`config.mk`:
```
export PLATFORM = sky130hd
export DESIGN_NAME = positional_ordered_list
export DESIGN_NICKNAME = d
export VERILOG_FILES = /design/src/rtl/core/pol_pkg.sv /design/src/rtl/core/pol_front.sv /design/src/rtl/core/pol_fifo.sv /design/src/rtl/core/pol_back.sv /design/src/rtl/core/positional_ordered_list.sv
export SDC_FILE = /design/constraint.sdc
export NUM_CORES = 2
export LEC_CHECK = 0
export BUFFER_PORTS_ARGS = -buffer_cell sky130_fd_sc_hd__buf_2
export CAP_MARGIN = 20
export CORE_MARGIN = 2
export CORE_UTILIZATION = 25
export CTS_CLUSTER_DIAMETER = 30
export CTS_CLUSTER_SIZE = 14
export DETAILED_ROUTE_END_ITERATION = 6
export GPL_TIMING_DRIVEN = 0
export PLACE_DENSITY = 0.43
export SYNTH_ARGS = -nofsm -noshare
export SYNTH_HDL_FRONTEND = slang
export SYNTH_SLANG_ARGS = --single-unit
```
`constraint.sdc`:
```
create_clock -name clk_i -period 14.9 [get_ports clk_i]
set_input_delay 0.745 -clock clk_i [delete_from_list [all_inputs] [get_ports clk_i]]
set_output_delay 0.745 -clock clk_i [all_outputs]
set_load 0.005 [all_outputs]
```
`src/rtl/core/pol_pkg.sv`:
```
// Shared types and codes for the positional ordered list.
package pol_pkg;

  // Command codes of the input transaction.
  localparam logic [2:0] CMD_INS_FRONT = 3'd0;
  localparam logic [2:0] CMD_INS_BACK  = 3'd1;
  localparam logic [2:0] CMD_INS_POS   = 3'd2;
  localparam logic [2:0] CMD_DEL_FRONT = 3'd3;
  localparam logic [2:0] CMD_DEL_BACK  = 3'd4;
  localparam logic [2:0] CMD_DEL_POS   = 3'd5;
  localparam logic [2:0] CMD_READ      = 3'd6;

  // Status codes of the result transaction.
  localparam logic [1:0] ST_OK     = 2'd0;
  localparam logic [1:0] ST_BADPOS = 2'd1;
  localparam logic [1:0] ST_FULL   = 2'd2;
  localparam logic [1:0] ST_EMPTY  = 2'd3;

  typedef enum logic [1:0] {
    OP_INS,
    OP_DEL,
    OP_READ,
    OP_NOP
  } op_kind_e;

  typedef enum logic [1:0] {
    WH_FRONT,
    WH_BACK,
    WH_POS
  } op_where_e;

  typedef struct packed {
    logic [2:0]         command;
    logic signed [31:0] value;
    logic [5:0]         position;
  } in_item_t;

  typedef struct packed {
    logic [1:0]         status;
    logic signed [31:0] element;
    logic [5:0]         element_index;
    logic [6:0]         count;
    logic               last;
  } out_item_t;

  // Decoded operation handed from front to back.
  typedef struct packed {
    op_kind_e           kind;
    op_where_e          where;
    logic signed [31:0] value;
    logic [5:0]         position;
  } op_t;

endpackage

```
`src/rtl/core/pol_front.sv`:
```
// Front end: accepts input transactions and decodes them into operations.
module pol_front import pol_pkg::*; (
  input  logic     in_valid_i,
  output logic     in_ready_o,
  input  in_item_t in_item_i,
  input  logic     q_full_i,
  output logic     q_push_o,
  output op_t      q_op_o
);

  assign in_ready_o = !q_full_i;
  assign q_push_o   = in_valid_i && !q_full_i;

  always_comb begin
    q_op_o.value    = in_item_i.value;
    q_op_o.position = in_item_i.position;
    q_op_o.where    = WH_FRONT;
    unique case (in_item_i.command)
      CMD_INS_FRONT: begin
        q_op_o.kind = OP_INS;
      end
      CMD_INS_BACK: begin
        q_op_o.kind  = OP_INS;
        q_op_o.where = WH_BACK;
      end
      CMD_INS_POS: begin
        q_op_o.kind  = OP_INS;
        q_op_o.where = WH_POS;
      end
      CMD_DEL_FRONT: begin
        q_op_o.kind = OP_DEL;
      end
      CMD_DEL_BACK: begin
        q_op_o.kind  = OP_DEL;
        q_op_o.where = WH_BACK;
      end
      CMD_DEL_POS: begin
        q_op_o.kind  = OP_DEL;
        q_op_o.where = WH_POS;
      end
      CMD_READ: begin
        q_op_o.kind = OP_READ;
      end
      default: begin
        q_op_o.kind = OP_NOP;
      end
    endcase
  end

endmodule

```
`src/rtl/core/pol_fifo.sv`:
```
// Two-entry operation queue between front and back.
module pol_fifo import pol_pkg::*; (
  input  logic clk_i,
  input  logic rst_ni,
  input  logic push_i,
  input  op_t  push_op_i,
  output logic full_o,
  input  logic pop_i,
  output logic valid_o,
  output op_t  op_o
);

  op_t        mem_q [2];
  logic       wr_ptr_q, rd_ptr_q;
  logic [1:0] fill_q, fill_d;

  assign full_o  = (fill_q == 2'd2);
  assign valid_o = (fill_q != 2'd0);
  assign op_o    = mem_q[rd_ptr_q];

  always_comb begin
    fill_d = fill_q;
    if (push_i && !(pop_i && valid_o)) begin
      fill_d = fill_q + 2'd1;
    end else if (!push_i && pop_i && valid_o) begin
      fill_d = fill_q - 2'd1;
    end
  end

  always_ff @(posedge clk_i or negedge rst_ni) begin
    if (!rst_ni) begin
      wr_ptr_q <= 1'b0;
      rd_ptr_q <= 1'b0;
      fill_q   <= 2'd0;
    end else begin
      fill_q <= fill_d;
      if (push_i) begin
        wr_ptr_q <= ~wr_ptr_q;
      end
      if (pop_i && valid_o) begin
        rd_ptr_q <= ~rd_ptr_q;
      end
    end
  end

  always_ff @(posedge clk_i) begin
    if (push_i) begin
      mem_q[wr_ptr_q] <= push_op_i;
    end
  end

endmodule

```
`src/rtl/core/pol_back.sv`:
```
// Back end: cell row with parallel shift, element count and result register.
module pol_back import pol_pkg::*; #(
  parameter int CAPACITY = 16
) (
  input  logic      clk_i,
  input  logic      rst_ni,
  input  logic      op_valid_i,
  input  op_t       op_i,
  output logic      op_pop_o,
  output logic      out_valid_o,
  input  logic      out_ready_i,
  output out_item_t out_item_o
);

  localparam int CntW = $clog2(CAPACITY + 1);

  localparam logic S_RUN  = 1'b0;
  localparam logic S_READ = 1'b1;

  logic signed [31:0] cells_q [CAPACITY];
  logic signed [31:0] cells_d [CAPACITY];
  logic [CntW-1:0]    cnt_q, cnt_d;
  logic               state_q, state_d;
  logic [6:0]         rd_idx_q, rd_idx_d;
  logic               out_valid_q, out_valid_d;
  out_item_t          out_q, out_d;

  logic       out_free;
  logic [6:0] cnt7, pos7, slot;
  logic       ins_en, del_en, rot_en, rd_last;
  logic [1:0] st;

  assign out_free    = !out_valid_q || out_ready_i;
  assign cnt7        = 7'(cnt_q);
  assign pos7        = {1'b0, op_i.position};
  assign out_valid_o = out_valid_q;
  assign out_item_o  = out_q;
  assign rd_last     = (rd_idx_q == cnt7);

  // 0-based target slot of the operation
  always_comb begin
    unique case (op_i.where)
      WH_FRONT: slot = 7'd0;
      WH_BACK:  slot = (op_i.kind == OP_INS) ? cnt7 : cnt7 - 7'd1;
      WH_POS:   slot = pos7 - 7'd1;
      default:  slot = 7'd0;
    endcase
  end

  always_comb begin
    state_d     = state_q;
    cnt_d       = cnt_q;
    rd_idx_d    = rd_idx_q;
    out_valid_d = out_valid_q && !out_ready_i;
    out_d       = out_q;
    op_pop_o    = 1'b0;
    ins_en      = 1'b0;
    del_en      = 1'b0;
    rot_en      = 1'b0;
    st          = ST_OK;

    unique case (state_q)
      S_RUN: begin
        if (op_valid_i && out_free) begin
          op_pop_o = 1'b1;
          unique case (op_i.kind)
            OP_INS: begin
              priority if (op_i.where == WH_POS &&
                           (pos7 == 7'd0 || pos7 > cnt7 + 7'd1)) begin
                st = ST_BADPOS;
              end else if (cnt7 >= 7'(CAPACITY)) begin
                st = ST_FULL;
              end else begin
                ins_en = 1'b1;
                cnt_d  = cnt_q + CntW'(1);
              end
            end
            OP_DEL: begin
              priority if (cnt7 == 7'd0) begin
                st = ST_EMPTY;
              end else if (op_i.where == WH_POS &&
                           (pos7 == 7'd0 || pos7 > cnt7)) begin
                st = ST_BADPOS;
              end else begin
                del_en = 1'b1;
                cnt_d  = cnt_q - CntW'(1);
              end
            end
            OP_READ: begin
              if (cnt7 == 7'd0) begin
                st = ST_EMPTY;
              end
            end
            default: begin
              st = ST_OK;
            end
          endcase

          if (op_i.kind == OP_READ && cnt7 != 7'd0) begin
            // stream starts in S_READ once the result register is free
            state_d  = S_READ;
            rd_idx_d = 7'd1;
          end else begin
            out_valid_d         = 1'b1;
            out_d.status        = st;
            out_d.element       = '0;
            out_d.element_index = '0;
            out_d.count         = 7'(cnt_d);
            out_d.last          = 1'b1;
          end
        end
      end
      S_READ: begin
        if (out_free) begin
          rot_en              = 1'b1;
          out_valid_d         = 1'b1;
          out_d.status        = ST_OK;
          out_d.element       = cells_q[0];
          out_d.element_index = rd_idx_q[5:0];
          out_d.count         = cnt7;
          out_d.last          = rd_last;
          rd_idx_d            = rd_idx_q + 7'd1;
          if (rd_last) begin
            state_d = S_RUN;
          end
        end
      end
      default: begin
        state_d = S_RUN;
      end
    endcase
  end

  // Per-cell next value: insert shifts up, delete shifts down, read rotates
  // the live part of the row so cell 0 always holds the next element.
  always_comb begin
    for (int i = 0; i < CAPACITY; i++) begin
      cells_d[i] = cells_q[i];
      if (ins_en) begin
        if (7'(i) == slot) begin
          cells_d[i] = op_i.value;
        end else if (7'(i) > slot) begin
          cells_d[i] = cells_q[(i + CAPACITY - 1) % CAPACITY];
        end
      end else if (del_en) begin
        if (7'(i) >= slot && i + 1 < CAPACITY) begin
          cells_d[i] = cells_q[(i + 1) % CAPACITY];
        end
      end else if (rot_en) begin
        cells_d[i] = (7'(i) + 7'd1 == cnt7) ? cells_q[0] : cells_q[(i + 1) % CAPACITY];
      end
    end
  end

  always_ff @(posedge clk_i or negedge rst_ni) begin
    if (!rst_ni) begin
      state_q     <= S_RUN;
      cnt_q       <= '0;
      rd_idx_q    <= '0;
      out_valid_q <= 1'b0;
    end else begin
      state_q     <= state_d;
      cnt_q       <= cnt_d;
      rd_idx_q    <= rd_idx_d;
      out_valid_q <= out_valid_d;
    end
  end

  always_ff @(posedge clk_i) begin
    out_q   <= out_d;
    cells_q <= cells_d;
  end

endmodule

```
`src/rtl/core/positional_ordered_list.sv`:
```
// Top level of the positional ordered list.
//
// Holds up to CAPACITY signed 32-bit values in order. Each input transaction
// (in_valid_i / in_ready_o / in_item_i) carries one command: insert at the
// front, back or a 1-based position, delete at the front, back or a position,
// or read out the whole list. Results leave on out_valid_o / out_ready_i /
// out_item_o, and every result carries the element count after the command.
//
// The front decodes commands into a two-entry queue; the back owns the cell
// row and the count. Insert and delete shift all cells at once, so the back
// retires one such command per cycle while the result register is free, and
// its single result is valid the cycle after the back picks it up. A read out
// first enters its read state, then streams one element per cycle while the
// receiver is ready, front first, by rotating the live cells; it occupies the
// back until the last element. An empty read out gives one list-empty result.
//
// Reset clears the count, the queue and the result valid flag; stored values
// are not cleared and are never shown before being written. When the receiver
// stalls, the result register holds, the back stops, and the front keeps
// taking commands until the queue is full, then drops in_ready_o.
module positional_ordered_list import pol_pkg::*; #(
  parameter int CAPACITY = 16
) (
  input  logic      clk_i,
  input  logic      rst_ni,
  input  logic      in_valid_i,
  output logic      in_ready_o,
  input  in_item_t  in_item_i,
  output logic      out_valid_o,
  input  logic      out_ready_i,
  output out_item_t out_item_o
);

  logic q_push, q_full, q_pop, q_valid;
  op_t  q_in_op, q_out_op;

  pol_front u_front (
    .in_valid_i (in_valid_i),
    .in_ready_o (in_ready_o),
    .in_item_i  (in_item_i),
    .q_full_i   (q_full),
    .q_push_o   (q_push),
    .q_op_o     (q_in_op)
  );

  pol_fifo u_fifo (
    .clk_i     (clk_i),
    .rst_ni    (rst_ni),
    .push_i    (q_push),
    .push_op_i (q_in_op),
    .full_o    (q_full),
    .pop_i     (q_pop),
    .valid_o   (q_valid),
    .op_o      (q_out_op)
  );

  pol_back #(
    .CAPACITY (CAPACITY)
  ) u_back (
    .clk_i       (clk_i),
    .rst_ni      (rst_ni),
    .op_valid_i  (q_valid),
    .op_i        (q_out_op),
    .op_pop_o    (q_pop),
    .out_valid_o (out_valid_o),
    .out_ready_i (out_ready_i),
    .out_item_o  (out_item_o)
  );

endmodule
```
==> impl_metrics.toml <==
[detailed_routing]
vias_per_cell = 5.632
wl_met2_um = 84060
post_drt_wl_per_cell_um = 33.30
route.met3.wl_um = 19210
drtAntennaViolNets = 0
dr.pass1.iters = 5
via_count = 32589
top_layer_used = "met5"
drcViolationCount = 0
drt_iter0_drc = 4262
wirelength_met1_um = 79070
totalWireLength_um = 192700

[sta]
finalSetupTns_ns = 0
finalCritPeriodShare_pct = 52.90
rsz0062_at_grt = "false"
worstMarginPinSlew_ns = 1.325
setup_violations = 0
min_period_ns = 7.882
drv_slew = 0
final_hold_viol_count = 0
slew_headroom_pct = 11.70
skew_ns = 0.03050
max_freq_mhz = 126.9

[grt]
grt_util_all_layers_pct = 24.57
grt_pass1_vias = 32413
grt_max_degree = 28
antenna_found_initial = 5
grt_overflow = 0
grt_first_pass_wirelength_um = 262600

[yosys]
syn_area_per_cell_um2 = 11.65
ys_async_sr_fraction_pct = 2.727
synth_compound_area_share_pct = 14.31
synth_edf_count = 642
yosys-mux-area-fraction_pct = 18.11
yosysTopAreaCellShare_pct = 51.35
yosysMostFrequentCell = "edfxtp_1"
synth_top_area_cell = "edfxtp_1"
yosysSeqAreaShare_pct = 52.55
synth_xor_area_share_pct = 0.4200
ys.warnings.count = 0
synth_seq_cells = 660
yosysUniqueCellTypes = 78
yosys.area_share.simple_pct = 9.756
syn_area_mm2 = 0.03754
synth_fa_ha_area_share_pct = 0.7333
synth_top_family_by_area = "multiplexers"
netlist_instances = 3221
dominantRegCellSynth = "edfxtp_1"
yosys-top-cells-area = "edfxtp_1 (51%), mux2i_1 (16%), o21ai_0 (2.9%)"
synth_common_cells = "edfxtp_1 (642), mux2i_1 (599), clkbuf_1 (253)"

[pwr]
power.density_mw_per_mm2 = 206.4
ir_drop_v = 0.0002482
leakage_uw = 0.01880

[outcome]
status = "finished, final reports clean"

[die]
io-pin-count = 95
die_w_um = 391.5
rows = 142
coreArea_mm2 = 0.1494
initial_core_util_pct = 25.12
dieArea_mm2 = 0.1533
die_y_um = 391.5

[clock_tree]
cts_sinks = 660
cts_tree = "built"
clkLatencyLatePin_ns = 0.82
clk_pin_slew_ns = 0.04
htree_levels = 4
clock_path_buffers = 3
cts_root_buf = "clkbuf_16"
cts_inserted_buffers = 204
cts_setup_buffers = 0

[critical_path]
worstSetupPathType = "reg2reg"
cp-end-kind = "flop"
worstSetupStartpointType = "flop"
cpMostUsedCell = "buf_2"
cp_max_fo = 17
crit_buf_inv = 10
arrival_ns = 8.37
crit_path_max_incr_delay_ns = 0.90
critPathRequiredTime_ns = 15.39
cp_slowest_cell = "o21ai_4"
path_delay_family = "buffers and inverters"
crit_chain = "buf_6, buf_2, buf_2, buf_2, mux2i_1, inv_1, ha_1, clkbuf_1, inv_1, or2_2, nand4_1, nor2_1, buf_2, clkbuf_1, o21ai_0, o21ai_4, buf_12"

[finish]
area_delta_synth_final_pct = 30.01
layout.nets = 3656
drive_gt1_share_pct = 18.64
design_area_mm2 = 0.04881

[run]
maxCapViolCount = 0

[place]
io_buffers = 92
placed_area_mm2 = 0.04185
place_hpwl_um = 135300
gp_congestion = 0.9318

[worst_hold_path]
hold_path_class = "in2reg"
[kinds of logic after synthesis]
family	Yosys count
compound gates	766
simple gates	715
mux	670
flops	660
buf+inv	369
fa+ha+maj	22
xor+xnor	18
other cells	1
[what timing repair did]
action	4_1_cts	5_1_grt
hold buffers	1	0
resized for setup	0	0
endpoints found under the hold margin	18	0
[layout make-up]
| class | count | area, um^2 |
|---|---|---|
| clock buffers | 242 | 5320 |
| diodes | 3 | 7.507 |
| plain buffers | 348 | 1471 |
| well taps | 2016 | 2522 |
| multi-input cells | 2193 | 16480 |
| inverters | 21 | 78.83 |
| fillers | 15140 | 100600 |
| repair buffers | 161 | 1622 |
| clock inverters | 142 | 1572 |
| flip-flops and latches | 660 | 19730 |
[power by group]
part | internal (uW) | switching, uW
Clock | 2990 | 1370
Combinational | 915 | 1950
Sequential | 2620 | 243
[sequential cells by signal, indices dropped and copies added, names as in the netlist]
signal / count
u_back.state_q: 1
u_back.cells_q: 512
u_fifo.wr_ptr_q: 1
u_fifo.rd_ptr_q: 1
u_back.rd_idx_q: 7
u_back.out_valid_o: 1
u_back.cnt_q: 5
u_fifo.mem_q: 84
u_back.out_item_o: 46
u_fifo.fill_q: 2
[stage by stage]
step           hold slack [ns]  setup slack (ns)  util [%]  cells  total power, uW
3_5_place_dp            0.5439             7.174     28.01   5394             5653
2_1_floorplan           0.4494             8.515         -   3222             4350
5_1_grt                0.07954             6.896     32.66   5783            10370
6_report                0.1166             7.018     32.66   5786            10080
3_3_place_gp            0.4796             1.411     27.12   5330             5548
4_1_cts                0.06523             7.096     32.63   5779            10020
[path summary, 6_finish.rpt]
path	from	to	slack [ns]	cells past startpoint
min in group asynchronous	rst_ni	u_fifo.rd_ptr_q$_DFFE_PN0P_	0.41	2
setup reg to reg	u_fifo.rd_ptr_q$_DFFE_PN0P_	u_back.cells_q[367]$_DFFE_PP_	7.02	17
hold / removal	in_item_i[33]	u_fifo.mem_q[0][33]$_DFFE_PP_	0.12	1
setup / recovery	u_fifo.rd_ptr_q$_DFFE_PN0P_	u_back.cells_q[367]$_DFFE_PP_	7.02	17
max in group asynchronous	rst_ni	u_back.rd_idx_q[4]$_DFFE_PN0P_	14.19	2
hold reg to reg	u_fifo.wr_ptr_q$_DFFE_PN0P_	u_fifo.wr_ptr_q$_DFFE_PN0P_	0.55	1
[routing by layer]
metal	vias up	track usage, %
met5	-	0
met4	6	12.76
met3	494	7.620
met2	2124	36.96
met1	16547	31.56
li1	13418	-
[cell usage in the layout (no fill, tap or decap), drive strengths merged, types with 27 or more instances in the layout]
cell type | netlist | layout
a211o | 32 | 32
a211oi | 56 | 56
a21oi | 78 | 78
a221o | 97 | 97
a221oi | 38 | 38
and2 | 70 | 70
and3 | 37 | 37
buf | 95 | 254
bufinv | 0 | 27
clkbuf | 253 | 496
clkinv | 1 | 98
edfxtp | 642 | 642
inv | 20 | 27
mux2 | 71 | 71
mux2i | 599 | 599
nand2 | 170 | 170
nand3 | 123 | 123
nor2 | 98 | 98
nor2b | 37 | 37
nor3 | 83 | 83
o211ai | 81 | 81
o21ai | 246 | 246
o221a | 32 | 32
o22ai | 60 | 60
or3 | 43 | 43
(Power assumes the default switching activity.)
